[config.mk]
export PLATFORM = sky130hd
export DESIGN_NAME = avc_config_record_parser_flat
export DESIGN_NICKNAME = d
export VERILOG_FILES = /design/src/sv/acrp_pkg.sv /design/src/sv/acrp_if.sv /design/src/sv/avc_config_record_parser.sv /design/src/flat_wrapper.sv
export VERILOG_INCLUDE_DIRS = /design/src /design/src/sv
export SDC_FILE = /design/constraint.sdc
export NUM_CORES = 1
export LEC_CHECK = 0
export BUFFER_PORTS_ARGS = -buffer_cell sky130_fd_sc_hd__buf_2
export CORE_MARGIN = 4
export CORE_UTILIZATION = 38
export CTS_BUF_LIST = sky130_fd_sc_hd__clkbuf_4
export DETAILED_ROUTE_END_ITERATION = 12
export GPL_ROUTABILITY_DRIVEN = 0
export GPL_TIMING_DRIVEN = 0
export HOLD_SLACK_MARGIN = 0.12
export PLACE_DENSITY = 0.67
export SKIP_CTS_REPAIR_TIMING = 1
export SYNTH_ARGS = -nofsm -noshare
export SYNTH_HDL_FRONTEND = slang
export SYNTH_SLANG_ARGS = --single-unit
[constraint.sdc]
create_clock -name clock -period 6.6 [get_ports clock]
set_input_delay 1.32 -clock clock [delete_from_list [all_inputs] [get_ports clock]]
set_output_delay 1.32 -clock clock [all_outputs]
set_load 0.02 [all_outputs]
[src/sv/avc_config_record_parser_assert.svh]
`ifndef AVC_CONFIG_RECORD_PARSER_ASSERT_SVH
`define AVC_CONFIG_RECORD_PARSER_ASSERT_SVH

// Same-cycle implication, checked at every rising clock edge outside reset.
`define ACRP_ASSERT_NOW(label, cond, expr, msg) \
   label: assert property (@(posedge clock) disable iff (reset) (cond) |-> (expr)) \
      else $error(msg);

// Next-cycle implication, checked at every rising clock edge outside reset.
`define ACRP_ASSERT_NEXT(label, cond, expr, msg) \
   label: assert property (@(posedge clock) disable iff (reset) (cond) |=> (expr)) \
      else $error(msg);

`endif

[src/sv/acrp_pkg.sv]
`default_nettype none

package acrp_pkg;

   // Parser phases, one-hot
   typedef enum logic [8:0] {
      PH_HEADER   = 9'b000000001,
      PH_SPS_LENH = 9'b000000010,
      PH_SPS_LENL = 9'b000000100,
      PH_SPS_DATA = 9'b000001000,
      PH_PPS_CNT  = 9'b000010000,
      PH_PPS_LENH = 9'b000100000,
      PH_PPS_LENL = 9'b001000000,
      PH_PPS_DATA = 9'b010000000,
      PH_TRAIL    = 9'b100000000
   } phase_type;

   // Byte tags
   localparam logic [1:0] KIND_HEADER = 2'd0;
   localparam logic [1:0] KIND_SPS    = 2'd1;
   localparam logic [1:0] KIND_PPS    = 2'd2;
   localparam logic [1:0] KIND_TRAIL  = 2'd3;

   // End-of-record status codes
   localparam logic [2:0] ST_OK         = 3'd0;
   localparam logic [2:0] ST_SHORT_HDR  = 3'd1;
   localparam logic [2:0] ST_SPS_LEN    = 3'd2;
   localparam logic [2:0] ST_SPS_DATA   = 3'd3;
   localparam logic [2:0] ST_PPS_CNT    = 3'd4;
   localparam logic [2:0] ST_PPS_LEN    = 3'd5;
   localparam logic [2:0] ST_PPS_DATA   = 3'd6;
   localparam logic [2:0] ST_NO_ENTRIES = 3'd7;

   // Header layout
   localparam logic [2:0] POS_PROFILE  = 3'd1;
   localparam logic [2:0] POS_COMPAT   = 3'd2;
   localparam logic [2:0] POS_LEVEL    = 3'd3;
   localparam logic [2:0] POS_LEN_SIZE = 3'd4;
   localparam logic [2:0] POS_SPS_CNT  = 3'd5;

   localparam logic [7:0] LEN_SIZE_MASK  = 8'h03;
   localparam logic [7:0] SPS_COUNT_MASK = 8'h1F;

endpackage

`default_nettype wire

[src/sv/acrp_if.sv]
`default_nettype none

interface acrp_req_if;
   logic       valid;
   logic       ready;
   logic [7:0] data_byte;
   logic       last_byte;

   modport source (output valid, output data_byte, output last_byte, input ready);
   modport sink   (input valid, input data_byte, input last_byte, output ready);
endinterface

interface acrp_rsp_if;
   logic       valid;
   logic       ready;
   logic [1:0] byte_kind;
   logic [7:0] entry_index;
   logic [7:0] byte_out;
   logic       record_done;
   logic [2:0] status;
   logic [7:0] profile;
   logic [7:0] profile_compat;
   logic [7:0] level;
   logic [2:0] nal_length_size;
   logic [4:0] sps_found;
   logic [7:0] pps_found;

   modport source (
      output valid, input ready,
      output byte_kind, output entry_index, output byte_out, output record_done,
      output status, output profile, output profile_compat, output level,
      output nal_length_size, output sps_found, output pps_found
   );
   modport sink (
      input valid, output ready,
      input byte_kind, input entry_index, input byte_out, input record_done,
      input status, input profile, input profile_compat, input level,
      input nal_length_size, input sps_found, input pps_found
   );
endinterface

`default_nettype wire

[src/sv/avc_config_record_parser.sv]
// AVC decoder configuration record parser.
// req_bus carries the record one byte per beat; last_byte marks its final byte.
// rsp_bus returns one beat per input byte: the byte passed through, its tag
// (header/length, SPS payload, PPS payload, trailing) with the entry index,
// the header fields captured so far and the counts of completed entries.
// On the beat with record_done set, status tells whether the record was whole
// or where it was cut; the parser then starts over for the next record.
// A result beat appears in the cycle after its byte is accepted. Throughput
// is one byte per cycle while rsp_bus takes its beats: the parse state and
// the result register are both updated in the cycle a byte is accepted.
// The result register frees itself in the same cycle its beat is taken, so
// req_bus.ready stays high while rsp_bus is flowing. When the receiver stalls
// with a result pending, req_bus.ready drops and the parser holds its state.
// Synchronous reset returns the parser to the start of a record, clears all
// captured header values and counts, and empties the result register.
`default_nettype none

`include "avc_config_record_parser_assert.svh"

module avc_config_record_parser (
   input  logic       clock,
   input  logic       reset,
   acrp_req_if.sink   req_bus,
   acrp_rsp_if.source rsp_bus
);
   import acrp_pkg::*;

   phase_type   phase_ff, phase_in;
   logic [2:0]  byte_position_ff, byte_position_in;
   logic [7:0]  entries_left_ff, entries_left_in;
   logic [15:0] bytes_left_ff, bytes_left_in;
   logic [7:0]  length_high_ff, length_high_in;
   logic [7:0]  current_entry_ff, current_entry_in;
   logic [4:0]  sps_total_ff, sps_total_in;
   logic [7:0]  pps_total_ff, pps_total_in;
   logic [7:0]  profile_ff, profile_in;
   logic [7:0]  compat_ff, compat_in;
   logic [7:0]  level_ff, level_in;
   logic [1:0]  length_size_ff, length_size_in;

   logic        rsp_valid_ff, rsp_valid_in;
   logic [1:0]  kind_ff, kind_in;
   logic [7:0]  index_ff, index_in;
   logic [7:0]  byte_ff;
   logic        done_ff;
   logic [2:0]  status_ff, status_in;
   logic [7:0]  out_profile_ff, out_profile_in;
   logic [7:0]  out_compat_ff, out_compat_in;
   logic [7:0]  out_level_ff, out_level_in;
   logic [2:0]  out_nls_ff, out_nls_in;
   logic [4:0]  out_sps_ff, out_sps_in;
   logic [7:0]  out_pps_ff, out_pps_in;

   logic req_fire;
   logic finish;
   logic finish_sps;

   assign req_bus.ready = !rsp_valid_ff || rsp_bus.ready;
   assign req_fire      = req_bus.valid && req_bus.ready;

   always_comb begin
      phase_in         = phase_ff;
      byte_position_in = byte_position_ff;
      entries_left_in  = entries_left_ff;
      bytes_left_in    = bytes_left_ff;
      length_high_in   = length_high_ff;
      current_entry_in = current_entry_ff;
      sps_total_in     = sps_total_ff;
      pps_total_in     = pps_total_ff;
      profile_in       = profile_ff;
      compat_in        = compat_ff;
      level_in         = level_ff;
      length_size_in   = length_size_ff;
      kind_in          = KIND_HEADER;
      index_in         = 8'd0;
      status_in        = ST_OK;
      finish           = 1'b0;
      finish_sps       = 1'b0;

      unique case (phase_ff)
         PH_HEADER: begin
            unique case (byte_position_ff)
               POS_PROFILE:  profile_in     = req_bus.data_byte;
               POS_COMPAT:   compat_in      = req_bus.data_byte;
               POS_LEVEL:    level_in       = req_bus.data_byte;
               POS_LEN_SIZE: length_size_in = req_bus.data_byte[1:0] & LEN_SIZE_MASK[1:0];
               POS_SPS_CNT: begin
                  entries_left_in  = req_bus.data_byte & SPS_COUNT_MASK;
                  current_entry_in = 8'd0;
                  phase_in = ((req_bus.data_byte & SPS_COUNT_MASK) == 8'd0) ?
                             PH_PPS_CNT : PH_SPS_LENH;
               end
               default: ;
            endcase
            byte_position_in = byte_position_ff + 3'd1;
         end
         PH_SPS_LENH, PH_PPS_LENH: begin
            index_in       = current_entry_ff;
            length_high_in = req_bus.data_byte;
            phase_in       = (phase_ff == PH_SPS_LENH) ? PH_SPS_LENL : PH_PPS_LENL;
         end
         PH_SPS_LENL, PH_PPS_LENL: begin
            index_in      = current_entry_ff;
            bytes_left_in = {length_high_ff, req_bus.data_byte};
            if ({length_high_ff, req_bus.data_byte} == 16'd0) begin
               finish     = 1'b1;
               finish_sps = (phase_ff == PH_SPS_LENL);
            end else begin
               phase_in = (phase_ff == PH_SPS_LENL) ? PH_SPS_DATA : PH_PPS_DATA;
            end
         end
         PH_SPS_DATA, PH_PPS_DATA: begin
            kind_in       = (phase_ff == PH_SPS_DATA) ? KIND_SPS : KIND_PPS;
            index_in      = current_entry_ff;
            bytes_left_in = bytes_left_ff - 16'd1;
            if (bytes_left_ff == 16'd1) begin
               finish     = 1'b1;
               finish_sps = (phase_ff == PH_SPS_DATA);
            end
         end
         PH_PPS_CNT: begin
            entries_left_in  = req_bus.data_byte;
            current_entry_in = 8'd0;
            phase_in = (req_bus.data_byte == 8'd0) ? PH_TRAIL : PH_PPS_LENH;
         end
         PH_TRAIL: begin
            kind_in = KIND_TRAIL;
         end
         default: begin
            kind_in  = KIND_TRAIL;
            phase_in = PH_TRAIL;
         end
      endcase

      // close the current entry and step to the next one or past the end of its list
      if (finish) begin
         if (finish_sps) begin
            sps_total_in = sps_total_ff + 5'd1;
         end else begin
            pps_total_in = pps_total_ff + 8'd1;
         end
         current_entry_in = current_entry_ff + 8'd1;
         entries_left_in  = entries_left_ff - 8'd1;
         if (entries_left_ff == 8'd1) begin
            phase_in = finish_sps ? PH_PPS_CNT : PH_TRAIL;
         end else begin
            phase_in = finish_sps ? PH_SPS_LENH : PH_PPS_LENH;
         end
      end

      if (req_bus.last_byte) begin
         unique case (phase_in)
            PH_HEADER:                status_in = ST_SHORT_HDR;
            PH_SPS_LENH, PH_SPS_LENL: status_in = ST_SPS_LEN;
            PH_SPS_DATA:              status_in = ST_SPS_DATA;
            PH_PPS_CNT:               status_in = ST_PPS_CNT;
            PH_PPS_LENH, PH_PPS_LENL: status_in = ST_PPS_LEN;
            PH_PPS_DATA:              status_in = ST_PPS_DATA;
            default: status_in = (sps_total_in == 5'd0 || pps_total_in == 8'd0) ?
                                 ST_NO_ENTRIES : ST_OK;
         endcase
      end

      // results show the state after this byte, before the end-of-record clear
      out_profile_in = profile_in;
      out_compat_in  = compat_in;
      out_level_in   = level_in;
      out_nls_in     = {1'b0, length_size_in} + 3'd1;
      out_sps_in     = sps_total_in;
      out_pps_in     = pps_total_in;

      if (req_bus.last_byte) begin
         phase_in         = PH_HEADER;
         byte_position_in = 3'd0;
         entries_left_in  = 8'd0;
         bytes_left_in    = 16'd0;
         length_high_in   = 8'd0;
         current_entry_in = 8'd0;
         sps_total_in     = 5'd0;
         pps_total_in     = 8'd0;
         profile_in       = 8'd0;
         compat_in        = 8'd0;
         level_in         = 8'd0;
         length_size_in   = 2'd0;
      end
   end

   always_comb begin
      if (req_fire) begin
         rsp_valid_in = 1'b1;
      end else if (rsp_bus.ready) begin
         rsp_valid_in = 1'b0;
      end else begin
         rsp_valid_in = rsp_valid_ff;
      end
   end

   always_ff @(posedge clock) begin
      if (reset) begin
         phase_ff         <= PH_HEADER;
         byte_position_ff <= 3'd0;
         entries_left_ff  <= 8'd0;
         bytes_left_ff    <= 16'd0;
         length_high_ff   <= 8'd0;
         current_entry_ff <= 8'd0;
         sps_total_ff     <= 5'd0;
         pps_total_ff     <= 8'd0;
         profile_ff       <= 8'd0;
         compat_ff        <= 8'd0;
         level_ff         <= 8'd0;
         length_size_ff   <= 2'd0;
         rsp_valid_ff     <= 1'b0;
      end else begin
         rsp_valid_ff <= rsp_valid_in;
         if (req_fire) begin
            phase_ff         <= phase_in;
            byte_position_ff <= byte_position_in;
            entries_left_ff  <= entries_left_in;
            bytes_left_ff    <= bytes_left_in;
            length_high_ff   <= length_high_in;
            current_entry_ff <= current_entry_in;
            sps_total_ff     <= sps_total_in;
            pps_total_ff     <= pps_total_in;
            profile_ff       <= profile_in;
            compat_ff        <= compat_in;
            level_ff         <= level_in;
            length_size_ff   <= length_size_in;
         end
      end
   end

   // result payload: load on accept, hold otherwise
   always_ff @(posedge clock) begin
      if (req_fire) begin
         kind_ff        <= kind_in;
         index_ff       <= index_in;
         byte_ff        <= req_bus.data_byte;
         done_ff        <= req_bus.last_byte;
         status_ff      <= status_in;
         out_profile_ff <= out_profile_in;
         out_compat_ff  <= out_compat_in;
         out_level_ff   <= out_level_in;
         out_nls_ff     <= out_nls_in;
         out_sps_ff     <= out_sps_in;
         out_pps_ff     <= out_pps_in;
      end
   end

   assign rsp_bus.valid           = rsp_valid_ff;
   assign rsp_bus.byte_kind       = kind_ff;
   assign rsp_bus.entry_index     = index_ff;
   assign rsp_bus.byte_out        = byte_ff;
   assign rsp_bus.record_done     = done_ff;
   assign rsp_bus.status          = status_ff;
   assign rsp_bus.profile         = out_profile_ff;
   assign rsp_bus.profile_compat  = out_compat_ff;
   assign rsp_bus.level           = out_level_ff;
   assign rsp_bus.nal_length_size = out_nls_ff;
   assign rsp_bus.sps_found       = out_sps_ff;
   assign rsp_bus.pps_found       = out_pps_ff;

   `ACRP_ASSERT_NEXT(a_restart_after_last, req_fire && req_bus.last_byte,
      phase_ff == PH_HEADER && byte_position_ff == 3'd0 && sps_total_ff == 5'd0,
      "parser did not restart after last byte")
   `ACRP_ASSERT_NOW(a_status_only_on_done, rsp_valid_ff && !done_ff,
      status_ff == ST_OK, "status set on a beat that does not end the record")
   `ACRP_ASSERT_NEXT(a_trail_tag, req_fire && phase_ff == PH_TRAIL,
      rsp_valid_ff && kind_ff == KIND_TRAIL, "trailing byte not tagged as trailing")
   `ACRP_ASSERT_NOW(a_stall_blocks_input, rsp_valid_ff && !rsp_bus.ready,
      !req_bus.ready, "input taken while a result is stalled")

endmodule

`default_nettype wire

[src/flat_wrapper.sv]
// flat-port wrapper written by rule: the top's interface ports become plain ports
module avc_config_record_parser_flat import acrp_pkg::*;
  (clock, reset, req_bus_valid, req_bus_data_byte, req_bus_last_byte, req_bus_ready, rsp_bus_valid, rsp_bus_ready, rsp_bus_byte_kind, rsp_bus_entry_index, rsp_bus_byte_out, rsp_bus_record_done, rsp_bus_status, rsp_bus_profile, rsp_bus_profile_compat, rsp_bus_level, rsp_bus_nal_length_size, rsp_bus_sps_found, rsp_bus_pps_found);
  acrp_req_if req_bus_i ();
  acrp_rsp_if rsp_bus_i ();
  input  logic clock;
  input  logic reset;
  input wire logic [$bits(req_bus_i.valid)-1:0] req_bus_valid;
  input wire logic [$bits(req_bus_i.data_byte)-1:0] req_bus_data_byte;
  input wire logic [$bits(req_bus_i.last_byte)-1:0] req_bus_last_byte;
  output wire logic [$bits(req_bus_i.ready)-1:0] req_bus_ready;
  output wire logic [$bits(rsp_bus_i.valid)-1:0] rsp_bus_valid;
  input wire logic [$bits(rsp_bus_i.ready)-1:0] rsp_bus_ready;
  output wire logic [$bits(rsp_bus_i.byte_kind)-1:0] rsp_bus_byte_kind;
  output wire logic [$bits(rsp_bus_i.entry_index)-1:0] rsp_bus_entry_index;
  output wire logic [$bits(rsp_bus_i.byte_out)-1:0] rsp_bus_byte_out;
  output wire logic [$bits(rsp_bus_i.record_done)-1:0] rsp_bus_record_done;
  output wire logic [$bits(rsp_bus_i.status)-1:0] rsp_bus_status;
  output wire logic [$bits(rsp_bus_i.profile)-1:0] rsp_bus_profile;
  output wire logic [$bits(rsp_bus_i.profile_compat)-1:0] rsp_bus_profile_compat;
  output wire logic [$bits(rsp_bus_i.level)-1:0] rsp_bus_level;
  output wire logic [$bits(rsp_bus_i.nal_length_size)-1:0] rsp_bus_nal_length_size;
  output wire logic [$bits(rsp_bus_i.sps_found)-1:0] rsp_bus_sps_found;
  output wire logic [$bits(rsp_bus_i.pps_found)-1:0] rsp_bus_pps_found;
  assign req_bus_i.valid = req_bus_valid;
  assign req_bus_i.data_byte = req_bus_data_byte;
  assign req_bus_i.last_byte = req_bus_last_byte;
  assign req_bus_ready = req_bus_i.ready;
  assign rsp_bus_valid = rsp_bus_i.valid;
  assign rsp_bus_i.ready = rsp_bus_ready;
  assign rsp_bus_byte_kind = rsp_bus_i.byte_kind;
  assign rsp_bus_entry_index = rsp_bus_i.entry_index;
  assign rsp_bus_byte_out = rsp_bus_i.byte_out;
  assign rsp_bus_record_done = rsp_bus_i.record_done;
  assign rsp_bus_status = rsp_bus_i.status;
  assign rsp_bus_profile = rsp_bus_i.profile;
  assign rsp_bus_profile_compat = rsp_bus_i.profile_compat;
  assign rsp_bus_level = rsp_bus_i.level;
  assign rsp_bus_nal_length_size = rsp_bus_i.nal_length_size;
  assign rsp_bus_sps_found = rsp_bus_i.sps_found;
  assign rsp_bus_pps_found = rsp_bus_i.pps_found;
  avc_config_record_parser u_core (.clock(clock), .reset(reset), .req_bus(req_bus_i), .rsp_bus(rsp_bus_i));
endmodule
==> results.md, run 1 <==
- Routed wire length: about 20000 microns
- Global route overflow: 0
- Cell accounting for the most synthesized area: edfxtp_1
- EDFF count, synth: between 60 and 70
- Status: completed
- Initial Utilization: between 30% and 40%
- Post-Syn Nets: slightly above 800
- Synthesized area per cell: about 9.6 sq um
- CTS tree: yes
- Synth top area cells: edfxtp_1 (25%), dfxtp_1 (24%), nor2_1 (5.4%)
- CTS Buffer Depth: 2
- Clock Sinks: about 150
- Num ports: between 70 and 80
- Clk network pwr share: between 30% and 40%
- Worst VDD drop: 0.104 mV
- Largest net degree at the start of global routing: 37
- Final hold violations: 0
- Int Power: between 0.001 and 0.0015 W
- Post-route clock period utilization: between 50% and 60%
- Cells after Synth: slightly below 800
- PortBufs: 76
- Commonest non-fill, non-tap cells in the layout: nor2_1 (108), dfxtp_1 (92), buf_2 (78)
- Final Cell Area: roughly 8500 sq um
- Final setup viols: 0
- Crit path kind: input port to flop
- Sw Ratio: around 30%
- Yosys cell types: between 60 and 70
- DR WL/cell: about 17 microns
- Final ANT Viol Nets: 0
- #FFs+latches synth: between 150 and 200
- Rows: roughly 50
- Initial antenna violation count: 1
- Clk_skew: roughly 27 ps
- Slew margin rel.: between 20 and 30%
- Synth top area share: 24.8%
- Slew of the pin with the lowest slew margin: 1080 ps
- Pwr Total: around 0.0017 W
- Yosys warns: 0
- Detailed-router iteration count before antenna repair: 11
- Max Cap Viol: 0
- Core area: just under 20000 sq um
- Main flop type after synthesis: dfxtp_1
- Vias post-DR: around 6400
- Clock period minus worst slack: ~3600 ps
- RSZ-0062 raised after global routing: no
- Fin util: 43.9%
- Slew Limit Fails: 0
- Crit path DAT: ~3900 ps
- Vias in the first global route: roughly 6000
- H-tree levels: 4
- Die width: around 150 microns
- Area grow syn2layout: 13.5%
- Total track usage: between 15 and 20%
- Clock slew at reported path FFs: 150 ps
- Dpl hpwl: ~14000 microns
- Seq pwr share: roughly 59%
- First-pass GRT wire length: 31300 microns
- Net Sw Power: roughly 0.00052 W
- Leak: roughly 3.2 nW
- Commonest non-fill, non-tap cell in the layout: nor2_1
- Vias/cell: 5.49
- Pwr Density: 204 nW/um^2
- Total Negative Setup Slacks: 0 ps
- Worst hold path class: flop to flop
- Die Area: ~22000 sq um
- Iter 0 DRT Violations: between 600 and 700
- CP Capture Type: flop
- Startpoint Class: input port
- Max Clk Rate: ~280 MHz
- DP Area: a little over 8000 sq um
- Required time worst endpoint: 6900 ps
- Cell depth of the worst hold path: 2
- Comb power frac: a little under a tenth
- Post-Syn Area: around 7500 sq um
- Final nets: roughly 910
- Fraction of layout cells with a size suffix above 1: about 18%
- Crit-path max FO: 10
- Number of cells on the worst reg-to-reg path: 9
- Die extent in y: about 150 microns
- Hold Slack: just under 500 ps
- # DRC: 0
- CTS buffer count: 17
- Seq/Total Area, Yosys: roughly 49%
- Asr flop ratio synth: 0%
- Worst-skew pair later-pin latency: 560 ps
- Clk root buf: clkbuf_4
## routing by layer
metal  up-vias  track usage, %  share of wire [%]
met5         -               0                  0
met4         0            6.14                2.1
met3        34            3.72                7.2
met2       255            27.8                 46
met1      3003            24.5                 45
li1       3065               -                  -
## Yosys cell counts (13+ instances only)
master	instances
nor2_1	108
dfxtp_1	92
edfxtp_1	62
nand2_1	62
a22oi_1	51
a21oi_1	44
clkbuf_1	40
o21ai_0	33
nor3_1	27
mux2_2	26
inv_1	18
nand3_1	17
xor2_1	16
nand4_1	15
nor4_1	15
xnor2_1	15
ha_1	13
## metrics by stage
stage | instances | worst slack [ps]
CTS | 1157 | 3050
detailed placement | 1125 | 2420
floorplan | 783 | 1880
global placement | 1124 | 495
finish | 1158 | 2980
global route | 1158 | 2730
## power groups by stage
stage | Clock (W) | Sequential [W] | Combinational (W)
after floorplan | 0 | 0.00107 | 0.0000689
after global placement | 0 | 0.00104 | 0.000155
after detailed placement | 0 | 0.00104 | 0.000157
after CTS | 0.000575 | 0.00102 | 0.000158
after global routing | 0.000626 | 0.00102 | 0.000169
final | 0.000562 | 0.00102 | 0.000158
## area by class of cell
class / instances / area (sq um)
Fill cell: 1852 / 10900
Sequential cell: 154 / 3700
Multi-Input combinational cell: 560 / 3520
Timing Repair Buffer: 77 / 400
Tap cell: 265 / 332
Buffer: 51 / 231
Clock inverter: 15 / 153
Clock buffer: 17 / 128
Inverter: 18 / 67.6
Antenna cell: 1 / 2.50
## worst max-delay path, stage by stage
cell and delay [ps]:
buf_2 110, clkbuf_1 280, nor3_1 310, nand3_1 350
o32ai_1 690, nand2_1 270, mux2i_1 170, a32oi_1 280
o22ai_1 130
## flip-flops by register name (all words and copies together), names as in the netlist, 5 cells and up
name                           flops
u_core.rsp_bus.profile_compat      8
u_core.entries_left_ff             8
u_core.sps_total_ff                5
u_core.rsp_bus.sps_found           5
u_core.pps_total_ff                8
u_core.rsp_bus.level               8
u_core.current_entry_ff            8
u_core.rsp_bus.profile             8
u_core.rsp_bus.byte_out            8
u_core.rsp_bus.pps_found           8
u_core.phase_ff                    9
u_core.bytes_left_ff              16
u_core.length_high_ff              8
u_core.compat_ff                   8
u_core.profile_ff                  8
u_core.rsp_bus.entry_index         8
u_core.level_ff                    8
## cell families (layout without fill, tap and decap cells)
family	count (synthesis)	count (layout)	share of synthesized area, %
xor gates and xnor gates	31	31	3.61
adders and majority gates	13	13	2.16
AOI/OAI and AO/OA	178	178	16.3
other	0	1	0
buffers and inverters	69	178	3.93
and+or+nand+nor	308	308	20.3
DFF	154	154	49.3
muxes	30	30	4.43
## final timing paths
check | from | end | slack [ps]
worst max-delay path | req_bus_data_byte[0] | u_core.rsp_bus.status[1]$_SDFFCE_PN0P_ | 2980
worst min-delay path | u_core.bytes_left_ff[1]$_SDFFE_PP0P_ | u_core.bytes_left_ff[1]$_SDFFE_PP0P_ | 500
worst max register to register | u_core.phase_ff[7]$_SDFFE_PP0P_ | u_core.bytes_left_ff[13]$_SDFFE_PP0P_ | 3590
worst min register to register | u_core.bytes_left_ff[1]$_SDFFE_PP0P_ | u_core.bytes_left_ff[1]$_SDFFE_PP0P_ | 500
Note: power is estimated with default switching activity, not from simulation.
==> inputs of run 2 (changes only) <==
--- a/config.mk
+++ b/config.mk
@@ -6,6 +6,7 @@
 export SDC_FILE = /design/constraint.sdc
 export NUM_CORES = 1
 export LEC_CHECK = 0
+export ABC_AREA = 1
 export BUFFER_PORTS_ARGS = -buffer_cell sky130_fd_sc_hd__buf_2
 export CORE_MARGIN = 4
 export CORE_UTILIZATION = 38
==> constraint.sdc (replaced) <==
create_clock -name clock -period 3.45 [get_ports clock]
set_input_delay 0.69 -clock clock [delete_from_list [all_inputs] [get_ports clock]]
set_output_delay 0.69 -clock clock [all_outputs]
set_load 0.02 [all_outputs]
==> run 2 against run 1 <==
  * Synthesized area grew 0.95%
  * Synthesized cell count grew 20%
  * Hold slack lost 150 ps
  * Sequential power rose by 94%
  * Global-route usage is essentially flat
  * Utilization increased by 0.20 points
  * Sequential cell count unchanged
  * Combinational power grew to 2.6 times the previous value
  * First-iteration DRC count is 11% lower
  * Clock power rose by 100%
  * Final cell count increased by 14%
  * Register-to-register slack worse by 2700 ps
==> results.md, run 2 <==
- Yosys warns: 0 (unchanged)
- Total track usage: 17.8% (about the same)
- Slew margin rel.: 29.9% (+2.1 points)
- Clock slew at reported path FFs: 170 ps (+20 ps)
- Multiplexer share of the synthesized area: 2.11% (-2.3 points)
- Cells after Synth: 942 (+20%)
- Vias/cell: 4.96 (-9.6%)
- Global route overflow: 0 (unchanged)
- Rows: 51 (unchanged)
- DR WL/cell: 14.6 microns (-14%)
- PortBufs: 75 (-1.3%)
- Commonest non-fill, non-tap cells in the layout: nand2_1 (235), inv_1 (108), a21oi_1 (100)
- CTS Buffer Depth: 2 (unchanged)
- Crit path kind: flop to flop
- Fraction of layout cells with a size suffix above 1: 15.1% (-3.2 points)
- R2r startpoint: u_core.phase_ff[8]$_SDFFE_PP0P_
- # DRC: 0 (unchanged)
- Final hold violations: 0 (unchanged)
- EDFF count, synth: 62 (unchanged)
- Yosys cell types: 49 (-25%)
- Post-Syn Nets: 968 (+20%)
- Final setup viols: 0 (unchanged)
- Vias post-DR: 6529 (+2.7%)
- Die Area: 22300 sq um (+0.90%)
- Status: completed
- Crit path DAT: 2900 ps (-1020 ps)
- Area share of and/or/nand/nor cells after synthesis: 23.3% (+2.9 points)
- CTS buffer count: 17 (unchanged)
- Area grow syn2layout: 13.4%
- Detailed-router iteration count before antenna repair: 5 (-6)
- Dpl cells: 1282 (+14%)
- Final nets: 1062 (+17%)
- Num ports: 77 (unchanged)
- Max Cap Viol: 0 (unchanged)
- Synth top area share: 24.5% (-0.23 points)
- CTS tree: yes
- Slew Limit Fails: 0 (unchanged)
- Required time worst endpoint: 3770 ps (-3130 ps)
- Routed wire length: 19200 microns (-1.7%)
- Largest register by flop count: u_core.bytes_left_ff
- Initial Utilization: 38.9% (+0.24 points)
- Clock Sinks: 154 (unchanged)
- CP Launch Point: u_core.phase_ff[8]$_SDFFE_PP0P_
- Slew of the pin with the lowest slew margin: 1040 ps (-32.0 ps)
- Most common cell in the netlist: nand2_1
- Synth top cells by count: nand2_1 (235), inv_1 (109), a21oi_1 (100)
- H-tree levels: 4 (unchanged)
- Clock period minus worst slack: between 2000 and 3000 ps
- Main combinational cell family by area after synthesis: simple AND/OR/NAND/NOR gates
- Hold Slack: 341 ps (-154 ps)
- Clk root buf: clkbuf_4
- Clk_skew: 34.1 ps (+7.47 ps)
- Post-route clock period utilization: between 70% and 80%
- Max Clk Rate: 387 MHz
- RSZ-0062 raised after global routing: no
- Vias in the first global route: 6250 (+4.8%)
- Worst Min Path Start: req_bus_data_byte[7]
- #FFs+latches synth: 154 (unchanged)
- Largest register FFs: 16 (unchanged)
- Adder-Cell Fraction of Synth Area: 2.14% (-0.020 points)
- Startpoint Class: flop
- Crit-path max FO: 8 (-2)
- Initial antenna violation count: 1 (unchanged)
- Core area: 19500 sq um (+0.33%)
- Asr flop ratio synth: 0% (unchanged)
- Dpl hpwl: 13600 microns (+0.26%)
- Seq/Total Area, Yosys: 48.8% (-0.46 points)
- Post-Syn Area: 7590 sq um (+0.95%)
- Final ANT Viol Nets: 0 (unchanged)
- Final instance count without filler cells: 1316 (+14%)
- Largest registers: u_core.bytes_left_ff (16), u_core.phase_ff (9)
- Synthesized area per cell: 8.06 sq um (-16%)
- Synth top area cells: edfxtp_1 (25%), dfxtp_1 (24%), nand2_1 (12%)
- Die extent in y: 149 microns (+0.45%)
- Largest net degree at the start of global routing: 68 (+84%)
- Worst VDD drop: 0.171 mV (+66%)
- Die width: 149 microns (+0.45%)
- Synth Area in Compound Gates: 13.1% (-3.2 points)
- Pwr Density: 412 nW/um^2 (+100%)
- Iter 0 DRT Violations: 593 (-11%)
- Commonest non-fill, non-tap cell in the layout: nand2_1
- Worst-skew pair later-pin latency: 600 ps (+40 ps)
- Fillers: 1990 (+7.5%)
- Main flop type after synthesis: dfxtp_1
- Worst hold path class: input port to flop
- Cell accounting for the most synthesized area: edfxtp_1
- XOR/XNOR share of the synthesized area: 2.65% (-0.96 points)
- Leak: 3.59 nW (+13%)
- CP Capture Type: flop
- First-pass GRT wire length: 31500 microns (+0.66%)
[run 2: cell count changes in the layout (fill, tap and decap cells not counted), moves of 12 or more]
| cell | previous run | this run |
|---|---|---|
| nor2_1 | 108 | 84 |
| nand3_1 | 17 | 29 |
| mux2_2 | 26 | 0 |
| nor4_1 | 15 | 2 |
| a21oi_1 | 44 | 100 |
| clkbuf_1 | 39 | 22 |
| nor3_1 | 27 | 15 |
| nand2_1 | 62 | 235 |
| mux2i_1 | 4 | 16 |
| a22oi_1 | 51 | 0 |
| inv_1 | 18 | 108 |
| nand4_1 | 15 | 1 |
[run 2: critical path: stages, from the launching register on]
cell and delay [ps]:
dfxtp_1 520, inv_2 140, nand3_1 160, nor2_4 70, inv_4 70, nor2_1 50, nor2_1 400, nand2_1 220
nand2_1 100, nand2_1 70, nand2_1 70, nor2_1 50, nand2_1 50, nand2_1 70, nand2_1 150, a21oi_1 110
[run 2: cells by family after synthesis]
logic type,count (synthesis)
AND/OR/NAND/NOR,404
AO/OA/AOI/OAI,179
flip-flops,154
buffers and inverters,153
XOR/XNOR,23
multiplexers,16
adder cells (fa/ha/maj),13
[run 2: layout make-up]
| type | count | area (sq um) | share of cell area, % |
|---|---|---|---|
| Tap cell | 265 | 332 | 3.85 |
| Buffer | 32 | 148 | 1.72 |
| Timing Repair Buffer | 75 | 375 | 4.36 |
| Clock buffer | 17 | 128 | 1.48 |
| Antenna cell | 2 | 5.00 | 0.0582 |
| Clock inverter | 15 | 171 | 1.99 |
| Inverter | 121 | 459 | 5.34 |
| Sequential cell | 154 | 3700 | 43.0 |
| Multi-Input combinational cell | 635 | 3280 | 38.1 |
[run 2: metrics by stage]
step	cell area [sq um]	util [%]	worst slack, ps	total power (W)	TNS, ps
after floorplan	7590	-	218	0.00230	0
after global placement	8300	42.5	-984	0.00243	-27410
after detailed placement	8300	42.5	442	0.00243	0
after CTS	8600	44.0	950	0.00357	0
after global routing	8600	44.1	737	0.00370	0
final	8600	44.1	869	0.00354	0
[run 2: routing by layer]
metal / global-route usage (%) / part of all wire, %
met5: 0 / 0
met3: 2.83 / 5.1
met1: 22.7 / 44
met4: 6.22 / 1.7
met2: 30.5 / 49
[run 2: path summary, 6_finish.rpt]
| check | end | slack [ps] | cells after the start |
|---|---|---|---|
| setup / recovery | u_core.rsp_bus.status[2]$_SDFFCE_PN0P_ | 870 | 15 |
| hold / removal | u_core.rsp_bus.byte_out[7]$_DFFE_PP_ | 340 | 1 |
| setup reg to reg | u_core.rsp_bus.status[2]$_SDFFCE_PN0P_ | 870 | 15 |
| hold reg to reg | u_core.length_high_ff[7]$_SDFFE_PP0P_ | 470 | 2 |
[run 2: report_power, final]
part           switching, W  internal [W]  total, W
clock network      0.000807      0.000343   0.00115
registers         0.0000283       0.00195   0.00198
logic              0.000293      0.000118  0.000411
total               0.00113       0.00241   0.00354
